## config.mk

```make
export PLATFORM = sky130hd
export DESIGN_NAME = npcp_ctrl
export DESIGN_NICKNAME = d
export VERILOG_FILES = /design/src/sv/npcp_pkg.sv /design/src/sv/npcp_ctrl.sv
export SDC_FILE = /design/constraint.sdc
export NUM_CORES = 1
export LEC_CHECK = 0
export BUFFER_PORTS_ARGS = -buffer_cell sky130_fd_sc_hd__buf_4
export CORE_MARGIN = 3
export CORE_UTILIZATION = 50
export DETAILED_ROUTE_END_ITERATION = 10
export PLACE_DENSITY = 0.76
export SETUP_SLACK_MARGIN = 0.02
export SLEW_MARGIN = 40
export SYNTH_ARGS = -nofsm -noshare
export SYNTH_HDL_FRONTEND = slang
export SYNTH_SLANG_ARGS = --single-unit
```

## constraint.sdc

```tcl
create_clock -name clk -period 5.2 [get_ports clk]
set_input_delay 1.04 -clock clk [delete_from_list [all_inputs] [get_ports clk]]
set_output_delay 1.04 -clock clk [all_outputs]
set_load 0.05 [all_outputs]
```

## src/sv/npcp_pkg.sv

```systemverilog
// Package: types, constants and tables of the nearest point on cubic path unit
package npcp_pkg;

	localparam int SAMPLES_DEF      = 10;
	localparam int CORDIC_STEPS_DEF = 16;
	localparam int ITER_W           = 5;

	localparam logic [3:0] STEP_X3  = 4'd0;
	localparam logic [3:0] STEP_Y3  = 4'd1;
	localparam logic [3:0] STEP_X2  = 4'd2;
	localparam logic [3:0] STEP_Y2  = 4'd3;
	localparam logic [3:0] STEP_X1  = 4'd4;
	localparam logic [3:0] STEP_Y1  = 4'd5;
	localparam logic [3:0] STEP_X0  = 4'd6;
	localparam logic [3:0] STEP_Y0  = 4'd7;
	localparam logic [3:0] STEP_SQY = 4'd8;
	localparam logic [3:0] STEP_CMP = 4'd9;

	typedef struct packed {
		logic signed [31:0] coef_x3;
		logic signed [31:0] coef_x2;
		logic signed [31:0] coef_x1;
		logic signed [31:0] coef_x0;
		logic signed [31:0] coef_y3;
		logic signed [31:0] coef_y2;
		logic signed [31:0] coef_y1;
		logic signed [31:0] coef_y0;
		logic [15:0]        segment_id;
		logic               last_segment;
		logic signed [31:0] car_x;
		logic signed [31:0] car_y;
	} item_t;

	typedef struct packed {
		logic [15:0]        best_segment_id;
		logic [16:0]        best_param;
		logic signed [31:0] nearest_x;
		logic signed [31:0] nearest_y;
		logic [15:0]        heading;
	} result_t;

	typedef enum logic [2:0] {
		ST_IDLE,
		ST_SAMPLE,
		ST_DERIV,
		ST_CORDIC,
		ST_EMIT
	} state_t;

	typedef struct packed {
		logic              load_item;
		logic              open_query;
		logic              deriv;
		logic [3:0]        step;
		logic              p_clear;
		logic              p_next;
		logic              take_first;
		logic              cordic_init;
		logic              cordic_iter;
		logic [ITER_W-1:0] iter;
		logic              out_load;
	} cmd_t;

	typedef struct packed {
		logic last_segment;
	} status_t;

	function automatic logic signed [36:0] ext37(logic signed [31:0] v);
		return {{5{v[31]}}, v};
	endfunction

	function automatic logic signed [31:0] sat32(logic signed [36:0] v);
		if (v > 37'sd2147483647)
			return 32'sh7fffffff;
		else if (v < -37'sd2147483648)
			return 32'sh80000000;
		else
			return v[31:0];
	endfunction

	function automatic logic [31:0] angle_of(logic [ITER_W-1:0] i);
		case (i)
			5'd0:    return 32'd536870912;
			5'd1:    return 32'd316933406;
			5'd2:    return 32'd167458907;
			5'd3:    return 32'd85004756;
			5'd4:    return 32'd42667331;
			5'd5:    return 32'd21354465;
			5'd6:    return 32'd10679838;
			5'd7:    return 32'd5340245;
			5'd8:    return 32'd2670163;
			5'd9:    return 32'd1335087;
			5'd10:   return 32'd667544;
			5'd11:   return 32'd333772;
			5'd12:   return 32'd166886;
			5'd13:   return 32'd83443;
			5'd14:   return 32'd41722;
			5'd15:   return 32'd20861;
			5'd16:   return 32'd10430;
			5'd17:   return 32'd5215;
			5'd18:   return 32'd2608;
			5'd19:   return 32'd1304;
			5'd20:   return 32'd652;
			5'd21:   return 32'd326;
			5'd22:   return 32'd163;
			5'd23:   return 32'd81;
			default: return 32'd0;
		endcase
	endfunction

endpackage

```

## src/sv/npcp_ctrl.sv

```systemverilog
// Controller: sequences samples, derivative, CORDIC and result hand-off
module npcp_ctrl #(
	parameter int SAMPLES      = npcp_pkg::SAMPLES_DEF,
	parameter int CORDIC_STEPS = npcp_pkg::CORDIC_STEPS_DEF
) (
	input  logic              clk,
	input  logic              arst_n,
	input  logic              seg_valid,
	output logic              seg_ready,
	output logic              res_valid,
	input  logic              res_ready,
	output npcp_pkg::cmd_t    cmd,
	input  npcp_pkg::status_t status
);
	import npcp_pkg::*;

	localparam int JW = $clog2(SAMPLES + 1);

	state_t            state_q, state_d;
	logic [3:0]        step_q, step_d;
	logic [JW-1:0]     j_q, j_d;
	logic [ITER_W-1:0] iter_q, iter_d;
	logic              open_q, first_q, res_valid_q;
	logic              accept, last_j, emit_go;

	assign accept  = seg_valid && seg_ready;
	assign last_j  = (j_q == JW'(SAMPLES));
	assign emit_go = (state_q == ST_EMIT) && (!res_valid_q || res_ready);

	always_comb begin
		state_d = state_q;
		step_d  = step_q;
		j_d     = j_q;
		iter_d  = iter_q;
		unique case (state_q)
			ST_IDLE: begin
				if (seg_valid) begin
					state_d = ST_SAMPLE;
					step_d  = STEP_X3;
					j_d     = '0;
				end
			end
			ST_SAMPLE: begin
				if (step_q == STEP_CMP) begin
					step_d = STEP_X3;
					if (last_j) begin
						state_d = status.last_segment ? ST_DERIV : ST_IDLE;
					end else begin
						j_d = j_q + 1'b1;
					end
				end else begin
					step_d = step_q + 1'b1;
				end
			end
			ST_DERIV: begin
				if (step_q == STEP_X0) begin
					state_d = ST_CORDIC;
					iter_d  = '0;
				end else begin
					step_d = step_q + 1'b1;
				end
			end
			ST_CORDIC: begin
				if (iter_q == ITER_W'(CORDIC_STEPS - 1)) begin
					state_d = ST_EMIT;
				end else begin
					iter_d = iter_q + 1'b1;
				end
			end
			ST_EMIT: begin
				if (emit_go) begin
					state_d = ST_IDLE;
				end
			end
			default: state_d = ST_IDLE;
		endcase
	end

	always_comb begin
		seg_ready       = (state_q == ST_IDLE);
		cmd             = '0;
		cmd.load_item   = accept;
		cmd.open_query  = accept && !open_q;
		cmd.p_clear     = accept;
		cmd.step        = step_q;
		cmd.iter        = iter_q;
		cmd.deriv       = (state_q == ST_DERIV);
		cmd.p_next      = (state_q == ST_SAMPLE) && (step_q == STEP_CMP);
		cmd.take_first  = first_q && (j_q == '0);
		cmd.cordic_init = (state_q == ST_DERIV) && (step_q == STEP_X0);
		cmd.cordic_iter = (state_q == ST_CORDIC);
		cmd.out_load    = emit_go;
	end

	always_ff @(posedge clk or negedge arst_n) begin
		if (!arst_n) begin
			state_q     <= ST_IDLE;
			step_q      <= '0;
			j_q         <= '0;
			iter_q      <= '0;
			open_q      <= 1'b0;
			first_q     <= 1'b0;
			res_valid_q <= 1'b0;
		end else begin
			state_q <= state_d;
			step_q  <= step_d;
			j_q     <= j_d;
			iter_q  <= iter_d;
			if (accept) begin
				first_q <= !open_q;
				open_q  <= 1'b1;
			end else if (emit_go) begin
				open_q <= 1'b0;
			end
			if (emit_go)
				res_valid_q <= 1'b1;
			else if (res_ready)
				res_valid_q <= 1'b0;
		end
	end

	assign res_valid = res_valid_q;

endmodule

```

---- Yosys cells after proc, flatten, opt, wreduce, memory -nomap -nowiden ----
Index checks and enable logic that the tools add are counted.
operators by class
  add/subtract/negate cells ............... 3
  equality and inequality tests ........... 17
  multiplexer cells ....................... 22
  reductions and logical operators ........ 20
operator list
  operator               count
  $mux W4                5
  $mux W3                6
  $pmux W3 S5            1
  $ne A2 B2 Y1 const B   7
  $pmux W4 S3            1
  $mux W5                2
  $pmux W5 S2            1
  $add A4 B1 Y4 const B  2
  $eq A4 B4 Y1 const B   2
  $pmux W4 S2            1
  $reduce_bool A2 Y1     4
  $eq A3 B2 Y1 const B   2
  $logic_and A1 B1 Y1    6
  $reduce_and A3 Y1      2
  $reduce_and A6 Y1      1
  $add A5 B1 Y5 const B  1
  $eq A5 B4 Y1 const B   1
  $eq A4 B3 Y1 const B   1
  $logic_not A4 Y1       1
  $mux W1                4
  $ne A2 B1 Y1 const B   2
  $reduce_and A4 Y1      1
  $eq A3 B1 Y1 const B   1
  $eq A3 B3 Y1 const B   1
  other kinds (5)        6
storage, ports and cells
  register bits ........................... 19
  input bits .............................. 5
  output and inout port bits .............. 20
  word-level logic and storage cells ...... 69

---- Depth between registers and ports, before layout ----
Gate-level depths: netlist of run 1.
  depth after elaboration ................. 5
  depth in mapped cells ................... 7

---- Least setup slack after synthesis of run 1 ----
Ideal clock, no wire load.
  path type ............................... reg2out
  from .................................... register state_q[0]
  to ...................................... output cmd[16] (netlist bit)
  arrival ................................. 2.658 ns
  data required time ...................... 4.160 ns
  setup slack ............................. 1.502 ns
  cell stages (with the launch flop) ...... 5
  path through ............................ dfrtp_1 -> buf_4 -> nor3_1 -> nand2_2 -> nor2_1
RTL lines
  element                   line              text
  start: declaration        npcp_ctrl.sv:19   state_t state_q, state_d;
  start signal: assignment  npcp_ctrl.sv:105  state_q <= state_d;
  end: declaration          npcp_ctrl.sv:12   output npcp_pkg::cmd_t cmd,

==> results.toml, run 1 <==
[worst_setup_path]
path_delay_family = "simple AND/OR/NAND/NOR gates"
end_kind = "primary output"
crit_type = "register to primary output"
cp_slowest_cell = "dfrtp_1"
cp_max_fo = 7
critPathArrivalTime_ns = 1.78
slowest_delay_ns = 0.47
worst-path-buf-inv = 2
cp.required_ns = 4.16
start_kind = "register"
path_cells = "inv_1 > ha_1 > nand3b_1 > nor3_1 > buf_4"

[power_and_ir_drop]
clockPowerShare = 0.088
swShare = 0.516
total_power_uw = 847
seqPwrFrac = 0.334
irDropWorstVdd_mv = 0.413
p_int_uw = 410
p_comb_frac = 0.578
leakagePower_uw = 0.000675
p_per_area_nw_per_um2 = 610
p_sw_uw = 437

[logic_synthesis]
ys.flop_type = "dfrtp_1"
yosysSeqAreaShare = 0.397
synthCells = 128
ys_top_cells_by_count = "dfrtp_1, nor2_1"
ys_async_sr_fraction = 1.00
synth.top_cell.area_share = 0.397
syn_nets = 141
synth.area.top_cells = "dfrtp_1, ha_1, nor2_1, o21ai_0, buf_4"
synth.most_common_cell = "dfrtp_1"
synth_edf_count = 0
netlist_area_um2 = 1200
yosysWarnings = 0
avgSynthCellArea_um2 = 9.35
synth_cell_types = 42
synth_top_cell_by_area = "dfrtp_1"
ys_ff_latch = 19

[timing]
fin_crit_sh = 0.542
slew_headroom = 0.701
rsz0062_at_grt = "false"
setup_viol = 0
finalSetupTns_ns = 0
clock_skew_ns = 0.00479
period_needed_ns = 2.82
worst-slew-pin-transition_ns = 0.448
hold_violations = 0
slew_violations = 0
fmax_ghz = 0.355

[global_routing]
grt_pass1_vias = 864
grt.overflow.total = 0
grt_pass1_wl_um = 3800
antenna_found_initial = 0
grt_max_degree = 20
grt_usage = 0.174

[cts]
cts_max_path_buffers = 2
ctsResizeCount = 0
cts_root_buffer = "clkbuf_4"
post_cts_buffers = 0
numClockSinks = 19
cts_tree = "done"
path_clk_slew_ns = 0.11
htreeDepth = 1
clk_latency_ns = 0.29
hold_buffers = 0
cts_made_buffers = 3

[die]
fp.dieArea_um2 = 3020
fp-row-count = 17
start_util = 0.536
core-area_um2 = 2230
pin_count = 25
die_x_um = 54.9
die_h_um = 54.9

[detailed_routing]
drc_errors = 0
wl_met1_um = 1100
drt_iter0_drc = 18
wl_met3_um = 98
wire_per_inst_um = 13.1
routed.top_layer = "met4"
met2WireLength_um = 1090
first_pass_iters = 4
vias_per_cell = 5.59
finalWirelength_um = 2300
ant_nets = 0
num_vias = 983

[placement]
place.gp.congestion = 0.797
placed_cells = 172
dp_hpwl_um = 1750
io_buffers = 24

[flow_run]
drv_cap = 0

[layout]
fillers = 210
ff_latch_area_um2 = 475
final_cells = 176
multi_input_area_um2 = 638
antenna_cells = 0
nNetsFinal = 162
area_growth_pct = 16.1
layout-drive-gt1-share = 0.230

[status]
outcome = "finished clean"

[min_path]
worstHoldPathType = "register to register"
==> stage by stage <==
step	utilization	instance area (um^2)	setup WS (ns)	hold WS, ns
6_report	0.622	1390	2.38	0.524
5_1_grt	0.622	1390	2.19	0.529
4_1_cts	0.622	1390	2.35	0.525
3_5_place_dp	0.611	1360	2.54	0.500
3_3_place_gp	0.611	1360	2.57	0.478
2_1_floorplan	-	1200	1.50	0.442
==> cells by family (layout without fill, tap and decap cells) <==
logic type	count (synthesis)	count (layout)	share of synthesized area
mux	1	1	0.00940
compound gates	26	26	0.150
buf+inv	17	37	0.0700
xor+xnor	4	4	0.0293
simple gates	53	53	0.260
fa+ha+maj	8	8	0.0836
flops	19	19	0.397
==> flip-flops by register name, summed over array words and instances, names as in the netlist <==
| name | flops |
|---|---|
| step_q | 4 |
| state_q | 3 |
| first_q | 1 |
| iter_q | 5 |
| j_q | 4 |
| open_q | 1 |
| res_valid | 1 |
==> final timing paths <==
| check | start | endpoint | slack, ns | depth (start not counted) |
|---|---|---|---|---|
| max | step_q[0]$_DFFE_PN0P_ | cmd[7] | 2.38 | 5 |
| min | first_q$_DFFE_PN0P_ | first_q$_DFFE_PN0P_ | 0.52 | 1 |
| max reg2reg | iter_q[0]$_DFFE_PN0P_ | iter_q[0]$_DFFE_PN0P_ | 3.29 | 6 |
| min reg2reg | first_q$_DFFE_PN0P_ | first_q$_DFFE_PN0P_ | 0.52 | 1 |
| max in group asynchronous | arst_n | iter_q[1]$_DFFE_PN0P_ | 4.40 | 1 |
| min in group asynchronous | arst_n | j_q[2]$_DFFE_PN0P_ | 0.60 | 1 |
==> area by class of cell <==
class,instances,area share
clock buffers,4,0.0189
inverters,9,0.0252
well taps,28,0.0252
repair buffers,24,0.130
multi-input cells,92,0.459
flip-flops and latches,19,0.342
==> power by group through the flow <==
stage	clock network [uW]	logic, uW	registers (uW)
3_3_place_gp	0	486	282
6_report	74.3	490	283
2_1_floorplan	0	285	366
5_1_grt	84.2	540	295
4_1_cts	78.3	496	283
3_5_place_dp	0	494	285
==> per-layer routing <==
metal | global-route usage | up-vias
li1 | - | 490
met3 | 0.0241 | 2
met5 | 0 | -
met1 | 0.258 | 471
met4 | 0.0729 | 0
met2 | 0.250 | 20
==> cells in the final DEF (no fill, tap or decap), drive strengths merged, types with 2 or more instances in the layout <==
master	netlist	routed
a21oi	3	3
a22o	3	3
and3	2	2
and3b	2	2
buf	7	24
clkbuf	1	4
dfrtp	19	19
ha	8	8
inv	8	8
nand2	9	9
nand2b	2	2
nand3	3	3
nand3b	4	4
nand4	2	2
nor2	14	14
nor3	4	4
nor3b	4	4
o21ai	8	8
o22ai	3	3
or3	2	2
xor2	3	3
==> worst register-to-register path: cells and delay by family, from the launching register on <==
family / cells / cell delay, ns
muxes: 1 / 0.28
and+or+nand+nor: 3 / 0.66
adders and majority gates: 2 / 0.44
DFF: 1 / 0.43
Note: power is estimated with default switching activity, not from simulation.
==> run 2: changes to the inputs <==
==> constraint.sdc (replaced) <==
create_clock -name clk -period 2.76 [get_ports clk]
set_input_delay 0.552 -clock clk [delete_from_list [all_inputs] [get_ports clk]]
set_output_delay 0.552 -clock clk [all_outputs]
set_load 0.05 [all_outputs]
==> run 2 against run 1 <==
Effect of this change: cell count stayed put; worst hold slack worse by 0.42 ns; critical path depth fell by 2; largest cell class unchanged.
==> results.toml, run 2 (synthesized netlist as in run 1, its figures left out) <==
[layout]
final_common_cell = "buf_4"
post-route-util = 0.627
largest_reg_flops = 5
final_cell_mix = "buf_4, dfrtp_1, nor2_1"
nNetsFinal = 162
layout-drive-gt1-share = 0.243
area_growth_pct = 16.9
final_cells = 176
top_register = "iter_q"
reg_top3 = "iter_q x5, j_q x4, step_q x4"
antenna_cells = 0

[detailed_routing]
finalWirelength_um = 2380
wl_met3_um = 158
wire_per_inst_um = 13.5
vias_per_cell = 5.73
wl_met1_um = 1080
ant_nets = 0
routed.top_layer = "met4"
met2WireLength_um = 1100
num_vias = 1009
drt_iter0_drc = 23
drc_errors = 0
first_pass_iters = 4

[cts]
htreeDepth = 1
ctsResizeCount = 0
clk_latency_ns = 0.30
cts_root_buffer = "clkbuf_4"
hold_buffers = 0
path_clk_slew_ns = 0.11
post_cts_buffers = 0
cts_max_path_buffers = 2
cts_made_buffers = 3
numClockSinks = 19
cts_tree = "done"

[timing]
slew_headroom = 0.651
period_needed_ns = 2.29
fin_crit_sh = 0.830
hold_violations = 0
rsz0062_at_grt = "false"
fmax_ghz = 0.437
worst-slew-pin-transition_ns = 0.523
slew_violations = 0
finalSetupTns_ns = 0
clock_skew_ns = 0.00529
setup_viol = 0

[worst_setup_path]
end_kind = "primary output"
start_kind = "register"
ff2ff_path_depth = 6
critPathArrivalTime_ns = 1.74
cp_max_fo = 16
cp.required_ns = 2.21
crit_type = "register to primary output"

[power_and_ir_drop]
p_per_area_nw_per_um2 = 1150
p_sw_uw = 831
leakagePower_uw = 0.000678
seqPwrFrac = 0.331
p_comb_frac = 0.581
irDropWorstVdd_mv = 0.654
clockPowerShare = 0.089
swShare = 0.517
p_int_uw = 776

[global_routing]
antenna_found_initial = 0
grt_pass1_wl_um = 3800
grt_pass1_vias = 859
grt_usage = 0.175
grt_max_degree = 20
grt.overflow.total = 0

[die]
core-area_um2 = 2230
die_x_um = 54.9
die_h_um = 54.9
fp-row-count = 17
start_util = 0.536
fp.dieArea_um2 = 3020
pin_count = 25

[min_path]
worstHoldPathType = "input port to asynchronous set/reset pin"

[status]
outcome = "finished clean"

[placement]
place.gp.congestion = 0.852
dp_hpwl_um = 1750
io_buffers = 24
placed_cells = 172

[flow_run]
drv_cap = 0
[run 2: area by class of cell]
cell class / count / area, um^2
inverters: 9 / 35.0
repair buffers: 24 / 180
clock buffers: 4 / 26.3
flip-flops and latches: 19 / 475
multi-input cells: 92 / 648
fillers: 209 / 833
well taps: 28 / 35.0
[run 2: path summary, 6_finish.rpt]
kind	start	to	slack, ns
max	state_q[1]$_DFFE_PN0P_	cmd[9]	0.47
min	arst_n	step_q[1]$_DFFE_PN0P_	0.1
max reg2reg	iter_q[0]$_DFFE_PN0P_	iter_q[0]$_DFFE_PN0P_	0.86
min reg2reg	first_q$_DFFE_PN0P_	first_q$_DFFE_PN0P_	0.49
max in group asynchronous	arst_n	j_q[3]$_DFFE_PN0P_	2.46
min in group clk	first_q$_DFFE_PN0P_	first_q$_DFFE_PN0P_	0.49
[run 2: power by group through the flow]
| stage | sequential [uW] | clock (uW) | combinational, uW |
|---|---|---|---|
| after floorplan | 691 | 0 | 541 |
| after detailed placement | 539 | 0 | 934 |
| after CTS | 533 | 149 | 939 |
| after global routing | 557 | 154 | 1020 |
| after global placement | 527 | 0 | 920 |
| final | 531 | 142 | 933 |
[run 2: routing by layer]
layer	GRT usage	vias up
met5	0	-
met1	0.248	478
li1	-	491
met3	0.0375	5
met2	0.256	35
met4	0.0769	0
[run 2: per-stage QoR]
stage	hold WS (ns)	power [uW]	cell area [um^2]	setup WS, ns
2_1_floorplan	0.256	1230	1210	0.0562
3_3_place_gp	0.440	1450	1370	0.842
3_5_place_dp	0.440	1470	1370	0.820
4_1_cts	0.0988	1620	1400	0.469
5_1_grt	0.106	1730	1400	0.351
6_report	0.0999	1610	1400	0.470
[run 2: worst max-delay path, stage by stage, from the launching register on]
cell     delay, ns
dfrtp_1       0.55
or3b_1        0.53
nor2_1        0.14
buf_4         0.21
==> run 3: changes to the inputs <==
==> constraint.sdc (replaced) <==
create_clock -name clk -period 2.2 [get_ports clk]
set_input_delay 0.44 -clock clk [delete_from_list [all_inputs] [get_ports clk]]
set_output_delay 0.44 -clock clk [all_outputs]
set_load 0.05 [all_outputs]
==> run 3 against run 2 <==
Effect of this change: die area stayed put; combinational power is 37% higher; worst hold slack better by 0.34 ns; non-clock buffer count is 5 higher; global-route usage is 2.1 points higher; clock power is 28% higher; cell count is 2.8% higher; critical path depth is 2 higher; first-iteration DRC count is 17% lower; critical endpoint is now cmd[7].
==> results.toml, run 3 (synthesized netlist as in run 1, its figures left out) <==
[status]
outcome = "finished clean"

[detailed_routing]
drt_iter0_drc = 19
first_pass_iters = 4
drc_errors = 0
num_vias = 1025
ant_nets = 0
finalWirelength_um = 2600
wire_per_inst_um = 14.3
vias_per_cell = 5.66

[power_and_ir_drop]
p_comb_frac = 0.606
p_int_uw = 1010
leakagePower_uw = 0.000707
p_sw_uw = 1090
seqPwrFrac = 0.307
p_per_area_nw_per_um2 = 1430
clockPowerShare = 0.087
irDropWorstVdd_mv = 0.957
swShare = 0.520

[die]
pin_count = 25
die_x_um = 54.9
fp.dieArea_um2 = 3020
fp-row-count = 17
die_h_um = 54.9
core-area_um2 = 2230
start_util = 0.536

[cts]
path_clk_slew_ns = 0.11
cts_made_buffers = 3
cts_root_buffer = "clkbuf_4"
numClockSinks = 19
cts_tree = "done"
clk_latency_ns = 0.30
htreeDepth = 1
cts_max_path_buffers = 2

[global_routing]
grt.overflow.total = 0
grt_pass1_wl_um = 4250
grt_max_degree = 20
antenna_found_initial = 0
grt_pass1_vias = 950
grt_usage = 0.197

[worst_setup_path]
end_kind = "primary output"
cp.required_ns = 1.76
crit_type = "register to primary output"
critPathArrivalTime_ns = 1.63
start_kind = "register"
cp_max_fo = 7

[layout]
top_register = "iter_q"
final_common_cell = "buf_4"
ff_latch_area_um2 = 477
layout-drive-gt1-share = 0.301
antenna_cells = 0
reg_top3 = "iter_q x5, j_q x4, step_q x4"
nNetsFinal = 167
fillers = 179
area_growth_pct = 22.7
largest_reg_flops = 5
final_cell_mix = "buf_4, dfrtp_1, nor2_1"
multi_input_area_um2 = 674

[timing]
fin_crit_sh = 0.943
fmax_ghz = 0.482
hold_violations = 0
finalSetupTns_ns = 0
slew_headroom = 0.688
clock_skew_ns = 0.00308
holdWs_ns = 0.444
rsz0062_at_grt = "true"
slew_violations = 0
setup_viol = 0
period_needed_ns = 2.07
worst-slew-pin-transition_ns = 0.467

[placement]
place.gp.congestion = 0.856
dp_hpwl_um = 1990
io_buffers = 24

[min_path]
worstHoldPathType = "input port to register"

[flow_run]
drv_cap = 0
## run 3: cell types whose count changed in the layout (fill, tap and decap cells not counted), moves of 2 or more
cell    delta
nor2_1     -2
nor2_2     +2
nor3_2     -2
buf_4      +4
nor3_4     +2
## run 3: stage by stage
stage                     area [um^2]  setup slack (ns)  power [uW]  std cells   util
after floorplan                  1230            0.0593        1570        128      -
after global placement           1420             0.408        1870        175  0.636
after detailed placement         1420             0.329        1920        175  0.636
after CTS                        1460            0.0671        2110        180  0.653
after global routing             1470           0.00604        2250        181  0.658
final                            1470             0.125        2100        181  0.658
## run 3: power groups by stage
stage | Combinational [uW] | Clock (uW) | Sequential [uW]
global route | 1370 | 207 | 673
finish | 1280 | 182 | 646
floorplan | 701 | 0 | 872
CTS | 1280 | 192 | 646
global placement | 1240 | 0 | 637
detailed placement | 1270 | 0 | 651
## run 3: metal layers
metal	global-route usage	share of wire	vias up	wire length, um
li1	-	-	499	-
met1	0.266	0.43	494	1130
met2	0.313	0.50	30	1300
met3	0.0563	0.058	2	151
met4	0.0405	0.0046	0	12
met5	0	0	-	0
## run 3: final cells by class
class | count | area share
inverters | 9 | 0.0239
repair buffers | 29 | 0.150
well taps | 28 | 0.0239
clock inverters | 1 | 0.00341
flip-flops and latches | 19 | 0.325
multi-input cells | 92 | 0.459
clock buffers | 3 | 0.0153
## run 3: worst max-delay path, stage by stage, from the launching register on
cell and delay (ns):
dfrtp_2 0.46, inv_1 0.07, ha_1 0.15, nand3b_1 0.18, nor3_4 0.24, buf_4 0.22
## run 3: worst paths after layout
kind | start | end | slack (ns) | cells after the start
worst max-delay path | step_q[0]$_DFFE_PN0P_ | cmd[7] | 0.13 | 5
worst min-delay path | res_ready | res_valid$_DFFE_PN0P_ | 0.44 | 3
worst max register to register | iter_q[0]$_DFFE_PN0P_ | iter_q[0]$_DFFE_PN0P_ | 0.32 | 6
worst min register to register | first_q$_DFFE_PN0P_ | first_q$_DFFE_PN0P_ | 0.50 | 1
max in group asynchronous | arst_n | step_q[0]$_DFFE_PN0P_ | 1.45 | 2
min in group asynchronous | arst_n | step_q[3]$_DFFE_PN0P_ | 0.53 | 2
## run 3: repair_timing
action / in CTS / in global routing
endpoints found under the setup margin: 0 / 2
buffers inserted: 0 / 1
hold buffers: 1 / 0
hold endpoints to repair: 19 / 0
gates resized for setup: 0 / 2
